**config.mk**
```make
export PLATFORM = sky130hd
export DESIGN_NAME = parisian_barrier_payoff_accumulator_unit
export DESIGN_NICKNAME = d
export VERILOG_FILES = /design/src/rtl/pbpa_pkg.sv /design/src/rtl/pbpa_ctrl.sv /design/src/rtl/pbpa_acc.sv /design/src/rtl/pbpa_scale.sv /design/src/rtl/parisian_barrier_payoff_accumulator_unit.sv
export SDC_FILE = /design/constraint.sdc
export NUM_CORES = 2
export LEC_CHECK = 0
export ABC_CLOCK_PERIOD_IN_PS = 11200
export BUFFER_PORTS_ARGS = -buffer_cell sky130_fd_sc_hd__buf_2
export CORE_ASPECT_RATIO = 1.2
export CORE_UTILIZATION = 57
export DETAILED_ROUTE_END_ITERATION = 12
export PLACE_DENSITY = 0.75
export SLEW_MARGIN = 5
export SYNTH_ARGS = -nofsm -noshare
export SYNTH_HDL_FRONTEND = slang
export SYNTH_HIERARCHICAL = 1
export SYNTH_SLANG_ARGS = --single-unit
```
**constraint.sdc**
```tcl
create_clock -name clk -period 11.2 [get_ports clk]
set_clock_uncertainty 0.1 [all_clocks]
set_input_delay 1.12 -clock clk [delete_from_list [all_inputs] [get_ports clk]]
set_output_delay 1.12 -clock clk [all_outputs]
set_load 0.02 [all_outputs]
```
**src/rtl/pbpa_pkg.sv**
```systemverilog
// ----------------------------------------------------------------------------
// pbpa_pkg
// Shared widths, register indexes and control structures for the Parisian
// barrier payoff accumulator.
// ----------------------------------------------------------------------------
`default_nettype none

package pbpa_pkg;

  // Counter widths.
  localparam int DAY_BITS       = 12;
  localparam int PATH_BITS      = 16;
  localparam int PATH_MAX_BITS  = 24;
  localparam int CFG_DAY_BITS   = 12;
  localparam int CMP_BITS       = (DAY_BITS > CFG_DAY_BITS) ? DAY_BITS : CFG_DAY_BITS;

  // Data widths.
  localparam int PRICE_BITS     = 32;
  localparam int SUM_BITS       = 48;
  localparam int RESULT_BITS    = 32;
  localparam int COUNT_BITS     = 16;
  localparam int DF_BITS        = 17;
  localparam int DF_FRAC_BITS   = 16;
  localparam logic [DF_BITS-1:0] DF_ONE = DF_BITS'(65536);
  localparam logic [CFG_DAY_BITS-1:0] PAYOFF_DAY_RESET = CFG_DAY_BITS'(364);

  // Mean is split into a low and a high part for the 32x16 multiplier.
  localparam int MEAN_LO_BITS   = 32;
  localparam int MEAN_HI_BITS   = SUM_BITS - MEAN_LO_BITS;
  localparam int PROD_LO_BITS   = MEAN_LO_BITS + DF_FRAC_BITS;
  localparam int PROD_HI_BITS   = MEAN_HI_BITS + DF_FRAC_BITS;
  localparam int TOTAL_BITS     = SUM_BITS + DF_FRAC_BITS;

  // Eight sums in output order.
  localparam int NUM_SUMS       = 8;
  localparam int SEL_BITS       = $clog2(NUM_SUMS);
  localparam int STEP_BITS      = $clog2(SUM_BITS);

  // Streaming payload widths.
  localparam int OUT_FIELD_BITS = NUM_SUMS * RESULT_BITS + COUNT_BITS + 1;
  localparam int OUT_DATA_BITS  = ((OUT_FIELD_BITS + 7) / 8) * 8;
  localparam int IN_DATA_BITS   = PRICE_BITS;

  // Configuration port.
  localparam int CFG_INDEX_BITS = 3;
  localparam int CFG_DATA_BITS  = 32;

  typedef enum logic [CFG_INDEX_BITS-1:0] {
    REG_BARRIER_LEVEL   = 3'd0,
    REG_STRIKE_PRICE    = 3'd1,
    REG_ACTIVATION_DAYS = 3'd2,
    REG_PAYOFF_DAY      = 3'd3,
    REG_DISCOUNT_FACTOR = 3'd4
  } cfg_reg_t;

  // Commands from the controller to the datapath.
  typedef struct packed {
    logic                load;
    logic                div_step;
    logic                mul_lo;
    logic                mul_hi;
    logic                store;
    logic                emit;
    logic [SEL_BITS-1:0] sel;
  } pbpa_cmd_t;

  // Status from the datapath to the controller.
  typedef struct packed {
    logic acc_busy;
    logic out_valid;
  } pbpa_stat_t;

endpackage

`default_nettype wire

```
**src/rtl/pbpa_ctrl.sv**
```systemverilog
// ----------------------------------------------------------------------------
// pbpa_ctrl
// Controller: runs the sample phase and sequences the end-of-run scaling.
// ----------------------------------------------------------------------------
`default_nettype none

module pbpa_ctrl (
  input  wire logic                 clk,
  input  wire logic                 rst,
  input  wire logic                 take,
  input  wire logic                 close_run,
  input  wire pbpa_pkg::pbpa_stat_t stat,
  output      logic                 in_ready,
  output      pbpa_pkg::pbpa_cmd_t  cmd
);

  typedef enum logic [2:0] {
    ST_RUN,
    ST_DRAIN,
    ST_LOAD,
    ST_DIV,
    ST_MUL_LO,
    ST_MUL_HI,
    ST_STORE,
    ST_EMIT
  } state_t;

  localparam logic [pbpa_pkg::STEP_BITS-1:0] LAST_STEP =
    pbpa_pkg::STEP_BITS'(pbpa_pkg::SUM_BITS - 1);
  localparam logic [pbpa_pkg::SEL_BITS-1:0] LAST_SEL =
    pbpa_pkg::SEL_BITS'(pbpa_pkg::NUM_SUMS - 1);

  state_t                         state;
  logic [pbpa_pkg::STEP_BITS-1:0] step;
  logic [pbpa_pkg::SEL_BITS-1:0]  sel;

  always_ff @(posedge clk) begin
    if (rst) begin
      state <= ST_RUN;
      step  <= '0;
      sel   <= '0;
    end else begin
      case (state)
        ST_RUN: begin
          if (take && close_run) begin
            state <= ST_DRAIN;
          end
        end
        ST_DRAIN: begin
          // The path pipeline must settle and the previous result be taken.
          if (!stat.acc_busy && !stat.out_valid) begin
            state <= ST_LOAD;
            sel   <= '0;
          end
        end
        ST_LOAD: begin
          state <= ST_DIV;
          step  <= '0;
        end
        ST_DIV: begin
          if (step == LAST_STEP) begin
            state <= ST_MUL_LO;
          end else begin
            step <= step + 1'b1;
          end
        end
        ST_MUL_LO: state <= ST_MUL_HI;
        ST_MUL_HI: state <= ST_STORE;
        ST_STORE: begin
          if (sel == LAST_SEL) begin
            state <= ST_EMIT;
          end else begin
            sel   <= sel + 1'b1;
            state <= ST_LOAD;
          end
        end
        ST_EMIT: state <= ST_RUN;
        default: state <= ST_RUN;
      endcase
    end
  end

  always_comb begin
    in_ready     = (state == ST_RUN);
    cmd.load     = (state == ST_LOAD);
    cmd.div_step = (state == ST_DIV);
    cmd.mul_lo   = (state == ST_MUL_LO);
    cmd.mul_hi   = (state == ST_MUL_HI);
    cmd.store    = (state == ST_STORE);
    cmd.emit     = (state == ST_EMIT);
    cmd.sel      = sel;
  end

endmodule

`default_nettype wire

```
**src/rtl/pbpa_acc.sv**
```systemverilog
// ----------------------------------------------------------------------------
// pbpa_acc
// Per-path counters, payoff capture and the eight saturating payoff sums.
// ----------------------------------------------------------------------------
`default_nettype none

module pbpa_acc (
  input  wire logic                                  clk,
  input  wire logic                                  rst,
  input  wire logic                                  take,
  input  wire logic [pbpa_pkg::PRICE_BITS-1:0]       price,
  input  wire logic                                  path_end,
  input  wire logic [pbpa_pkg::PRICE_BITS-1:0]       barrier_level,
  input  wire logic [pbpa_pkg::PRICE_BITS-1:0]       strike_price,
  input  wire logic [pbpa_pkg::CFG_DAY_BITS-1:0]     activation_days,
  input  wire logic [pbpa_pkg::CFG_DAY_BITS-1:0]     payoff_day,
  input  wire pbpa_pkg::pbpa_cmd_t                   cmd,
  output      logic [pbpa_pkg::SUM_BITS-1:0]         sel_sum,
  output      logic [pbpa_pkg::PATH_BITS-1:0]        divisor,
  output      logic [pbpa_pkg::COUNT_BITS-1:0]       path_count,
  output      logic                                  short_seen,
  output      logic                                  busy
);

  localparam logic [pbpa_pkg::DAY_BITS-1:0]  DAY_SAT  = '1;
  localparam logic [pbpa_pkg::PATH_BITS-1:0] PATH_SAT = '1;

  // Per-path state.
  logic [pbpa_pkg::DAY_BITS-1:0]   day_index, days_above, days_below;
  logic [pbpa_pkg::PRICE_BITS-1:0] payoff_price;
  logic                            payoff_captured;

  logic [pbpa_pkg::DAY_BITS-1:0]   days_above_next, days_below_next, day_index_next;
  logic [pbpa_pkg::PRICE_BITS-1:0] payoff_price_next;
  logic                            payoff_captured_next;
  logic                            capture_hit;

  // Close stage: final counts of a finished path.
  logic                            close_valid;
  logic [pbpa_pkg::DAY_BITS-1:0]   close_above, close_below;
  logic [pbpa_pkg::PRICE_BITS-1:0] close_price;
  logic                            close_captured;

  // Post stage: amount and the two target sums.
  logic                            post_valid;
  logic [pbpa_pkg::PRICE_BITS-1:0] post_amount;
  logic [pbpa_pkg::SEL_BITS-1:0]   post_up_sel, post_down_sel;

  logic                            is_call, up_on, down_on;
  logic [pbpa_pkg::PRICE_BITS-1:0] amount;

  // Run totals.
  logic [pbpa_pkg::SUM_BITS-1:0]   payoff_sums [pbpa_pkg::NUM_SUMS];
  logic [pbpa_pkg::PATH_BITS-1:0]  path_total;
  logic                            short_flag;

  logic [pbpa_pkg::PATH_MAX_BITS-1:0] path_wide;

  always_comb begin
    days_above_next = days_above;
    days_below_next = days_below;
    if (price > barrier_level) begin
      days_above_next = (days_above == DAY_SAT) ? DAY_SAT : days_above + 1'b1;
    end else begin
      days_below_next = (days_below == DAY_SAT) ? DAY_SAT : days_below + 1'b1;
    end
    capture_hit = !payoff_captured &&
                  (pbpa_pkg::CMP_BITS'(day_index) == pbpa_pkg::CMP_BITS'(payoff_day));
    payoff_price_next    = capture_hit ? price : payoff_price;
    payoff_captured_next = payoff_captured || capture_hit;
    day_index_next       = (day_index == DAY_SAT) ? DAY_SAT : day_index + 1'b1;
  end

  always_ff @(posedge clk) begin
    if (rst) begin
      day_index       <= '0;
      days_above      <= '0;
      days_below      <= '0;
      payoff_price    <= '0;
      payoff_captured <= 1'b0;
      close_valid     <= 1'b0;
    end else begin
      close_valid <= take && path_end;
      if (take) begin
        if (path_end) begin
          day_index       <= '0;
          days_above      <= '0;
          days_below      <= '0;
          payoff_price    <= '0;
          payoff_captured <= 1'b0;
        end else begin
          day_index       <= day_index_next;
          days_above      <= days_above_next;
          days_below      <= days_below_next;
          payoff_price    <= payoff_price_next;
          payoff_captured <= payoff_captured_next;
        end
      end
    end
  end

  always_ff @(posedge clk) begin
    if (take && path_end) begin
      close_above    <= days_above_next;
      close_below    <= days_below_next;
      close_price    <= payoff_price_next;
      close_captured <= payoff_captured_next;
    end
  end

  always_comb begin
    up_on   = pbpa_pkg::CMP_BITS'(close_above) > pbpa_pkg::CMP_BITS'(activation_days);
    down_on = pbpa_pkg::CMP_BITS'(close_below) > pbpa_pkg::CMP_BITS'(activation_days);
    is_call = close_price > strike_price;
    amount  = is_call ? (close_price - strike_price) : (strike_price - close_price);
  end

  always_ff @(posedge clk) begin
    if (rst) begin
      post_valid <= 1'b0;
      path_total <= '0;
      short_flag <= 1'b0;
    end else begin
      post_valid <= close_valid && close_captured;
      if (cmd.emit) begin
        path_total <= '0;
        short_flag <= 1'b0;
      end else if (close_valid) begin
        path_total <= (path_total == PATH_SAT) ? PATH_SAT : path_total + 1'b1;
        if (!close_captured) begin
          short_flag <= 1'b1;
        end
      end
    end
  end

  // Calls use sums zero to three, puts four to seven; out sums are the odd ones.
  always_ff @(posedge clk) begin
    if (close_valid) begin
      post_amount   <= amount;
      post_up_sel   <= {!is_call, 1'b0, !up_on};
      post_down_sel <= {!is_call, 1'b1, !down_on};
    end
  end

  always_ff @(posedge clk) begin
    logic [pbpa_pkg::SUM_BITS:0] grown;
    if (rst || cmd.emit) begin
      for (int k = 0; k < pbpa_pkg::NUM_SUMS; k++) begin
        payoff_sums[k] <= '0;
      end
    end else if (post_valid) begin
      for (int k = 0; k < pbpa_pkg::NUM_SUMS; k++) begin
        grown = {1'b0, payoff_sums[k]} + (pbpa_pkg::SUM_BITS + 1)'(post_amount);
        if (pbpa_pkg::SEL_BITS'(k) == post_up_sel ||
            pbpa_pkg::SEL_BITS'(k) == post_down_sel) begin
          payoff_sums[k] <= grown[pbpa_pkg::SUM_BITS] ? '1 : grown[pbpa_pkg::SUM_BITS-1:0];
        end
      end
    end
  end

  always_comb begin
    sel_sum    = payoff_sums[cmd.sel];
    divisor    = (path_total == '0) ? pbpa_pkg::PATH_BITS'(1) : path_total;
    path_wide  = pbpa_pkg::PATH_MAX_BITS'(path_total);
    path_count = (path_wide > pbpa_pkg::PATH_MAX_BITS'(16'hFFFF)) ?
                 '1 : path_wide[pbpa_pkg::COUNT_BITS-1:0];
    short_seen = short_flag;
    busy       = close_valid || post_valid;
  end

endmodule

`default_nettype wire

```
**src/rtl/pbpa_scale.sv**
```systemverilog
// ----------------------------------------------------------------------------
// pbpa_scale
// Bit-serial divider, shared 32x16 multiplier and the result registers.
// ----------------------------------------------------------------------------
`default_nettype none

module pbpa_scale (
  input  wire logic                                  clk,
  input  wire logic                                  rst,
  input  wire pbpa_pkg::pbpa_cmd_t                   cmd,
  input  wire logic [pbpa_pkg::SUM_BITS-1:0]         dividend,
  input  wire logic [pbpa_pkg::PATH_BITS-1:0]        divisor,
  input  wire logic [pbpa_pkg::DF_BITS-1:0]          discount_factor,
  input  wire logic [pbpa_pkg::COUNT_BITS-1:0]       path_count,
  input  wire logic                                  short_seen,
  input  wire logic                                  out_ready,
  output      logic                                  out_valid,
  output      logic [pbpa_pkg::RESULT_BITS-1:0]      results [pbpa_pkg::NUM_SUMS],
  output      logic [pbpa_pkg::COUNT_BITS-1:0]       paths_counted,
  output      logic                                  short_path_seen
);

  logic [pbpa_pkg::SUM_BITS-1:0]       quo;
  logic [pbpa_pkg::PATH_BITS-1:0]      rem;
  logic [pbpa_pkg::PATH_BITS:0]        trial;
  logic                                fits;

  logic [pbpa_pkg::DF_BITS-1:0]        df_eff;
  logic                                df_full;
  logic [pbpa_pkg::DF_FRAC_BITS-1:0]   df_frac;
  logic [pbpa_pkg::MEAN_LO_BITS-1:0]   mul_a;
  logic [pbpa_pkg::PROD_LO_BITS-1:0]   product;
  logic [pbpa_pkg::PROD_LO_BITS-1:0]   prod_lo;
  logic [pbpa_pkg::PROD_HI_BITS-1:0]   prod_hi;
  logic [pbpa_pkg::TOTAL_BITS-1:0]     total;
  logic [pbpa_pkg::SUM_BITS-1:0]       scaled;

  always_comb begin
    trial   = {rem, quo[pbpa_pkg::SUM_BITS-1]};
    fits    = trial >= {1'b0, divisor};
    df_eff  = (discount_factor > pbpa_pkg::DF_ONE) ? pbpa_pkg::DF_ONE : discount_factor;
    df_full = df_eff[pbpa_pkg::DF_BITS-1];
    df_frac = df_eff[pbpa_pkg::DF_FRAC_BITS-1:0];
    mul_a   = cmd.mul_lo ? quo[pbpa_pkg::MEAN_LO_BITS-1:0] :
              pbpa_pkg::MEAN_LO_BITS'(quo[pbpa_pkg::SUM_BITS-1:pbpa_pkg::MEAN_LO_BITS]);
    product = pbpa_pkg::PROD_LO_BITS'(mul_a) * pbpa_pkg::PROD_LO_BITS'(df_frac);
    total   = {prod_hi, {pbpa_pkg::MEAN_LO_BITS{1'b0}}} +
              pbpa_pkg::TOTAL_BITS'(prod_lo);
    scaled  = df_full ? quo : total[pbpa_pkg::TOTAL_BITS-1:pbpa_pkg::DF_FRAC_BITS];
  end

  always_ff @(posedge clk) begin
    if (cmd.load) begin
      quo <= dividend;
      rem <= '0;
    end else if (cmd.div_step) begin
      quo <= {quo[pbpa_pkg::SUM_BITS-2:0], fits};
      rem <= fits ? pbpa_pkg::PATH_BITS'(trial - {1'b0, divisor}) :
                    trial[pbpa_pkg::PATH_BITS-1:0];
    end
    if (cmd.mul_lo) begin
      prod_lo <= product;
    end
    if (cmd.mul_hi) begin
      prod_hi <= product[pbpa_pkg::PROD_HI_BITS-1:0];
    end
    if (cmd.store) begin
      results[cmd.sel] <= (|scaled[pbpa_pkg::SUM_BITS-1:pbpa_pkg::RESULT_BITS]) ?
                          '1 : scaled[pbpa_pkg::RESULT_BITS-1:0];
    end
    if (cmd.emit) begin
      paths_counted   <= path_count;
      short_path_seen <= short_seen;
    end
  end

  always_ff @(posedge clk) begin
    if (rst) begin
      out_valid <= 1'b0;
    end else if (cmd.emit) begin
      out_valid <= 1'b1;
    end else if (out_ready) begin
      out_valid <= 1'b0;
    end
  end

endmodule

`default_nettype wire

```
**src/rtl/parisian_barrier_payoff_accumulator_unit.sv**
```systemverilog
// ----------------------------------------------------------------------------
// parisian_barrier_payoff_accumulator_unit
// Accumulates Parisian barrier option payoffs over simulated price paths and
// emits the eight discounted mean payoffs at the end of each run.
// ----------------------------------------------------------------------------
//
//  Channel   Direction  Request contents
//  --------  ---------  -----------------------------------------------------
//  s_axis    in         price_sample (tdata), end_of_path (tlast),
//                       end_of_run (tuser)
//  m_axis    out        eight discounted means, paths_counted, short_path_seen
//  cfg       in         register index and write data, no read-back
//
//  A price sample is taken every cycle while a run is in progress; the path
//  bookkeeping runs in a two-stage pipeline behind the sample counters.
//  A request that carries both end_of_path and end_of_run drops s_axis_tready
//  until the result is emitted, also over any wait for the previous result to
//  be taken. The pipeline settles first, sooner when the closing path is short;
//  then each sum takes a load, SUM_BITS divider steps at one quotient bit per
//  cycle, a low and a high multiplier step and a store; an emit step then
//  presents the result. The result then sits in its output register while new
//  samples are accepted. Reset is synchronous and restores the register
//  defaults and clears all sums and counters.
//
`default_nettype none

module parisian_barrier_payoff_accumulator_unit (
  input  wire logic                                  clk,
  input  wire logic                                  rst,

  // tdata: price_sample[31:0]
  input  wire logic [pbpa_pkg::IN_DATA_BITS-1:0]     s_axis_tdata,
  input  wire logic                                  s_axis_tlast,
  // tuser: end_of_run[0]
  input  wire logic                                  s_axis_tuser,
  input  wire logic                                  s_axis_tvalid,
  output      logic                                  s_axis_tready,

  // tdata: call_up_in[31:0], call_up_out[63:32], call_down_in[95:64],
  // call_down_out[127:96], put_up_in[159:128], put_up_out[191:160],
  // put_down_in[223:192], put_down_out[255:224], paths_counted[271:256],
  // short_path_seen[272], zero fill up to bit 279
  output      logic [pbpa_pkg::OUT_DATA_BITS-1:0]    m_axis_tdata,
  output      logic                                  m_axis_tvalid,
  input  wire logic                                  m_axis_tready,

  input  wire logic                                  cfg_we,
  input  wire logic [pbpa_pkg::CFG_INDEX_BITS-1:0]   cfg_index,
  input  wire logic [pbpa_pkg::CFG_DATA_BITS-1:0]    cfg_data
);

  // Configuration registers.
  logic [pbpa_pkg::PRICE_BITS-1:0]   barrier_level;
  logic [pbpa_pkg::PRICE_BITS-1:0]   strike_price;
  logic [pbpa_pkg::CFG_DAY_BITS-1:0] activation_days;
  logic [pbpa_pkg::CFG_DAY_BITS-1:0] payoff_day;
  logic [pbpa_pkg::DF_BITS-1:0]      discount_factor;

  pbpa_pkg::pbpa_cmd_t  cmd;
  pbpa_pkg::pbpa_stat_t stat;

  logic                               take;
  logic                               acc_busy;
  logic                               out_valid;
  logic [pbpa_pkg::SUM_BITS-1:0]      sel_sum;
  logic [pbpa_pkg::PATH_BITS-1:0]     divisor;
  logic [pbpa_pkg::COUNT_BITS-1:0]    path_count;
  logic                               short_seen;
  logic [pbpa_pkg::RESULT_BITS-1:0]   results [pbpa_pkg::NUM_SUMS];
  logic [pbpa_pkg::COUNT_BITS-1:0]    paths_counted;
  logic                               short_path_seen;

  // Writes to indexes beyond the register list are dropped.
  always_ff @(posedge clk) begin
    if (rst) begin
      barrier_level   <= '0;
      strike_price    <= '0;
      activation_days <= '0;
      payoff_day      <= pbpa_pkg::PAYOFF_DAY_RESET;
      discount_factor <= pbpa_pkg::DF_ONE;
    end else if (cfg_we) begin
      case (cfg_index)
        pbpa_pkg::REG_BARRIER_LEVEL:   barrier_level   <= cfg_data;
        pbpa_pkg::REG_STRIKE_PRICE:    strike_price    <= cfg_data;
        pbpa_pkg::REG_ACTIVATION_DAYS:
          activation_days <= cfg_data[pbpa_pkg::CFG_DAY_BITS-1:0];
        pbpa_pkg::REG_PAYOFF_DAY:
          payoff_day      <= cfg_data[pbpa_pkg::CFG_DAY_BITS-1:0];
        pbpa_pkg::REG_DISCOUNT_FACTOR:
          discount_factor <= cfg_data[pbpa_pkg::DF_BITS-1:0];
        default: ;
      endcase
    end
  end

  assign take           = s_axis_tvalid && s_axis_tready;
  assign stat.acc_busy  = acc_busy;
  assign stat.out_valid = out_valid;

  pbpa_ctrl u_ctrl (
    .clk       (clk),
    .rst       (rst),
    .take      (take),
    .close_run (s_axis_tlast && s_axis_tuser),
    .stat      (stat),
    .in_ready  (s_axis_tready),
    .cmd       (cmd)
  );

  pbpa_acc u_acc (
    .clk             (clk),
    .rst             (rst),
    .take            (take),
    .price           (s_axis_tdata),
    .path_end        (s_axis_tlast),
    .barrier_level   (barrier_level),
    .strike_price    (strike_price),
    .activation_days (activation_days),
    .payoff_day      (payoff_day),
    .cmd             (cmd),
    .sel_sum         (sel_sum),
    .divisor         (divisor),
    .path_count      (path_count),
    .short_seen      (short_seen),
    .busy            (acc_busy)
  );

  pbpa_scale u_scale (
    .clk             (clk),
    .rst             (rst),
    .cmd             (cmd),
    .dividend        (sel_sum),
    .divisor         (divisor),
    .discount_factor (discount_factor),
    .path_count      (path_count),
    .short_seen      (short_seen),
    .out_ready       (m_axis_tready),
    .out_valid       (out_valid),
    .results         (results),
    .paths_counted   (paths_counted),
    .short_path_seen (short_path_seen)
  );

  // The result register is held until the downstream side takes it.
  assign m_axis_tvalid = out_valid;
  assign m_axis_tdata  = {
    {(pbpa_pkg::OUT_DATA_BITS - pbpa_pkg::OUT_FIELD_BITS){1'b0}},
    short_path_seen, paths_counted,
    results[7], results[6], results[5], results[4],
    results[3], results[2], results[1], results[0]
  };

endmodule

`default_nettype wire

```
== After elaboration in Yosys (flattened, before gate mapping) ==
Memories as Yosys holds them, arrays and structs flattened. A register that Yosys moved wholly into a read port is not among the register bits.
Index checks and enable logic that the tools add are counted.
Storage, ports and cells
  register bits: 716
  bits in writable memories: 384
  input port bits: 74
  output and inout port bits: 282
  word-level logic and storage cells: 232
  memories kept: 1
Memory list
  u_acc.payoff_sums: depth 8, bits a word 48, read ports 9, clocked after memory_dff 1, write ports 8, RTL line pbpa_acc.sv:53  | logic [pbpa_pkg::SUM_BITS-1:0] payoff_sums [pbpa_pkg::NUM_SUMS];
Cells by class
  $add $sub $neg: 18
  multiply operators: 1
  order comparisons: 8
  equal/unequal tests: 29
  muxes and demuxes: 88
  bitwise gates (word level): 10
  reduce and logical (&&, ||, !) cells: 38
Operators with widths (number)
  $mux 48: 19
  $add 48x32->49: 8
  $bwmux 256: 1
  $mux 32: 6
  $demux 32 s3: 1
  $mux 12: 8
  $add 64x48->64: 1
  $gt 32x32->1: 2
  $sub 32x32->32: 2
  $mul 32x16->48: 1
  $mux 16: 3
  $mux 1: 37
  $add 12x1->12 const B: 3
  $eq 12x12->1 const B: 3
  $gt 12x12->1: 2
  $mux 3: 8
  $pmux 3 s8: 1
  $eq 3x3->1 const B: 6
  $ge 17x16->1: 1
  $gt 17x17->1 const B: 1
  $mux 17: 1
  $add 16x1->16 const B: 1
  $eq 16x16->1 const B: 1
  $logic_not 16->1: 1
  29 further kinds: 74

== Logic depth before layout (Yosys ltp) ==
  depth after elaboration: 7
  gate-level depth with buffers: 30
  depth with buffers taken out: 26

== Cells and area by module ==
The synthesis kept the hierarchy.
Modules (own cells, without submodules)
  pbpa_acc: instances 1, cells an instance 4794, area each 45568.7 um2, seq. area each 16055.4 um2
  pbpa_scale: instances 1, cells an instance 2870, area each 31685.4 um2, seq. area each 11901.4 um2
  parisian_barrier_payoff_accumulator_unit: instances 1, cells an instance 400, area each 4300.4 um2, seq. area each 2102.0 um2
  pbpa_ctrl: instances 1, cells an instance 90, area each 758.2 um2, seq. area each 240.2 um2

== Worst setup path before layout ==
Ideal clock, no wire load.
  path type: register -> register
  start point: reg u_ctrl.state[2]
  end point: reg u_scale/prod_lo[46] in the netlist's numbering, data pin
  setup time: 0.261 ns
  arrival time: 8.382 ns
  required time: 10.839 ns
  path slack: 2.457 ns
  cell stages (with the launch flop): 28
  buffers on the path: 4
  period minus slack after synthesis: 8.743 ns
  path through: dfxtp_1 clkbuf_1 and3_1 clkbuf_1 clkbuf_1 mux2i_1 nor2_1 fa_1 inv_1 fa_1 fa_1 inv_1 fa_1 fa_1 inv_1 fa_1 inv_1 ha_1 clkbuf_1 nand4_1 nor3_1 or3_1 o32a_1 o311ai_1 a31oi_1 a221oi_2 o21ai_0 a311o_1
RTL lines
  start: declaration: RTL line pbpa_ctrl.sv:33  | state_t state;
  start signal: assignment: RTL line pbpa_ctrl.sv:39  | state <= ST_RUN;
  start signal: assignment: RTL line pbpa_ctrl.sv:46  | state <= ST_DRAIN;
  start signal: assignment: RTL line pbpa_ctrl.sv:52  | state <= ST_LOAD;
  end signal: assignment: RTL line pbpa_scale.sv:62  | prod_lo <= product;
  end: declaration: RTL line pbpa_scale.sv:33  | logic [pbpa_pkg::PROD_LO_BITS-1:0] prod_lo;

==> impl_metrics.csv <==
group,metric,value,unit
setup_path,r2r_slack,2.04,ns
clocking,clock-sinks,1083,
run,maxCapViolCount,0,
clocking,clk_path_buf_depth,3,
timing,setup_viol,0,
route,drc_errors,0,
placed_design,place_hpwl,190000,um
min_path,hold_path_class,"flip-flop to flip-flop",
setup_path,crit_path_max_incr_delay,0.66,ns
timing,final_hold_viol_count,0,
timing,maxSlewHeadroom,7.89,%
power,clkPwrFrac,33.3,%
clocking,cts_resized,0,
floorplan,dieArea,0.146,mm^2
setup_path,cp_num_cells,25,
layout,final_util,62.6,%
setup_path,slowest_stage,"and3_4",
layout,final_cells,10300,
setup_path,critPathCaptureType,"flip-flop",
yosys,syn_avg_cell_area,10.1,um^2
yosys,ys.flop_type,"edfxtp_1",
setup_path,arrival,9.54,ns
setup_path,path_max_fanout,51,
yosys,synth_edf_count,861,
clocking,root_buffer,"clkbuf_16",
route,num_vias,65800,
placed_design,dp.cells,10100,
global_routing,grt_pass1_wl,376000,um
floorplan,start_util,57.5,%
yosys,synthDominantCellAreaShare,31.4,%
layout,syn2layout_area_growth,8.85,%
setup_path,endpoint,"u_scale/prod_lo[46]$_DFFE_PP_",
layout,final_nets,9348,
placed_design,io_buffer_count,348,
global_routing,antenna_found_initial,7,
yosys,syn_inst,8154,
power,power,11900,uW
clocking,cts.clk_slew.worst_paths,0.06,ns
global_routing,track_usage,33.5,%
yosys,ys_async_sr_fraction,0,%
global_routing,grt_overflow,0,
route,dr.pass1.iters,7,
yosys,yosysSeqAreaShare,36.8,%
floorplan,rows,152,
clocking,insertion_delay,0.77,ns
route,drt_iter0_markers,6940,
placed_design,gp_congestion,1.04,
route,wl_per_cell,24.1,um
yosys,ys_types,115,
floorplan,io_pins,356,
timing,setup_slack,2.04,ns
floorplan,coreArea,0.143,mm^2
setup_path,critical-path-top-delay-family,"adder cells",
power,p_leak,0.0377,uW
yosys,synth.top_cells.by_count,"861 x edfxtp_1, 747 x a21oi_1, 693 x inv_1, 680 x nand2_1, 587 x nor2_1",
global_routing,grt_max_degree,110,
power,switching_share,32.6,%
timing,tns,0,ns
route,wl,249000,um
setup_path,r2r-end,"u_scale/prod_lo[46]$_DFFE_PP_",
yosys,yosys-top-cells-area,"edfxtp_1 31%, fa_1 10%, ha_1 8.1%, dfxtp_1 5.4%, a21oi_1 4.5%",
power,peakVddDrop,160,uV
status,status,"finished clean",
timing,rsz0062_at_grt,"false",
yosys,synth-seq-cells,1083,
route,ant_nets,0,
clocking,htreeDepth,3,
power,powerDensity,133,mW/mm^2
layout,drive_above_1_share,11.8,%
timing,layout_min_cycle_time,9.16,ns
setup_path,startpoint_type,"flip-flop",
clocking,cts_buffers,113,
timing,worst_pin_slew,1.34,ns
power,intPower,8010,uW
yosys,synth_top_area_cell,"edfxtp_1",
setup_path,cpMostUsedCell,"fa_1",
floorplan,die_y,418,um
floorplan,die_x,349,um
yosys,mappedNetlistArea,0.0823,mm^2
yosys,synth_most_common_cell,"edfxtp_1",
power,p_seq_share,42.3,%
setup_path,rr_startpoint,"u_ctrl/state[0]$_SDFFE_PP0P_",
placed_design,pre_cts_slack,2.17,ns
power,comb_power_share,24.4,%
clocking,cts_hold_buffers,0,
timing,fin_crit_sh,81.8,%
timing,timing.fmax,109,MHz
global_routing,grt_pass1_vias,62700,
setup_path,reg2regPathDepth,25,
setup_path,worstSetupStartpoint,"u_ctrl/state[0]$_SDFFE_PP0P_",
timing,slew_violations,0,
power,power_switching,3880,uW
route,viasPerCell,6.37,
layout,nFillCells,11600,
setup_path,crit_type,"flip-flop to flip-flop",
yosys,synth_warnings,6,
setup_path,crit_buf_inv,6,
clocking,cts_tree,"built",
setup_path,cp.required,11.57,ns
clocking,cts_setup_buffers,0,
[power by group through the flow]
stage | Sequential, uW | Combinational, uW | Clock [uW]
after floorplan | 4860 | 2120 | 0
after global placement | 5090 | 2770 | 0
after detailed placement | 5090 | 2820 | 0
after CTS | 5010 | 2840 | 4020
after global routing | 5030 | 3150 | 4170
final | 5030 | 2900 | 3960
[worst min path at each step]
stage | start | to | slack, ns | cells after the start
floorplan | u_acc/path_count[9]$_SDFFE_PP0P_ | u_scale/paths_counted[9]$_DFFE_PP_ | 0.31 | 0
global placement | u_acc/short_seen$_SDFFE_PP0P_ | u_scale/short_path_seen$_DFFE_PP_ | 0.32 | 0
detailed placement | u_acc/short_seen$_SDFFE_PP0P_ | u_scale/short_path_seen$_DFFE_PP_ | 0.32 | 0
CTS | u_acc/short_seen$_SDFFE_PP0P_ | u_scale/short_path_seen$_DFFE_PP_ | 0.33 | 0
global route | u_acc/short_seen$_SDFFE_PP0P_ | u_scale/short_path_seen$_DFFE_PP_ | 0.35 | 0
finish | u_acc/short_seen$_SDFFE_PP0P_ | u_scale/short_path_seen$_DFFE_PP_ | 0.33 | 0
[area by class of cell]
class / count / area [um^2] / share of cell area, %
timing repair buffer: 434 / 2390 / 2.67
clock inverter: 79 / 898 / 1.00
sequential: 1083 / 30300 / 33.8
clock buffer: 135 / 3020 / 3.37
antenna: 3 / 7.51 / 0.00838
multi-input combinational: 5983 / 48000 / 53.5
tap: 1925 / 2410 / 2.69
inverter: 694 / 2610 / 2.91
[per-layer routing]
| layer | global-route usage (%) | share of wire [%] |
|---|---|---|
| met1 | 43.3 | 39 |
| met2 | 53.6 | 46 |
| met3 | 6.43 | 9.0 |
| met4 | 17.7 | 5.8 |
| met5 | 0 | 0.031 |
[through the flow]
stage	hold slack (ns)	cell area, um^2
after floorplan	0.306	82300
after global placement	0.321	85700
after detailed placement	0.319	85700
after CTS	0.333	89600
after global routing	0.345	89600
final	0.333	89600
[cell families (layout without fill, tap and decap cells)]
group	count (synthesis)	count (layout)	share of synthesized area [%]
mux	428	428	6.90
xor+xnor	385	385	4.10
buf+inv	1094	1342	5.19
flops	1083	1083	36.8
compound gates	1979	1979	15.4
simple gates	2219	2219	13.0
other cells	1	10	0.00456
fa+ha+maj	965	965	18.6
[flip-flops by register name, summed over array words and instances (netlist names), 12 cells and up]
signal,flops
u_scale/prod_hi,32
u_acc/payoff_price,32
barrier_level,32
u_acc/days_below,12
u_scale/prod_lo,32
u_acc/days_above,12
discount_factor,17
u_scale/results,256
u_acc/payoff_sums,384
payoff_day,12
u_acc/close_price,32
u_acc/close_above,12
u_scale/paths_counted,16
u_acc/day_index,12
u_scale/quo,48
strike_price,32
u_acc/path_count,16
u_acc/post_amount,32
u_acc/close_below,12
activation_days,12
u_scale/rem,16
[layout by cell type (no fill, tap or decap), drive strengths merged, types with 155 or more instances in the layout]
cell type,instances
edfxtp,861
a21oi,751
inv,703
nand2,680
nor2,587
ha,535
buf,434
fa,430
o21ai,270
a21o,229
dfxtp,222
xnor2,202
nand2b,187
xor2,183
mux2i,177
mux2,155
No activity file was read; power rests on OpenSTA's default activity.
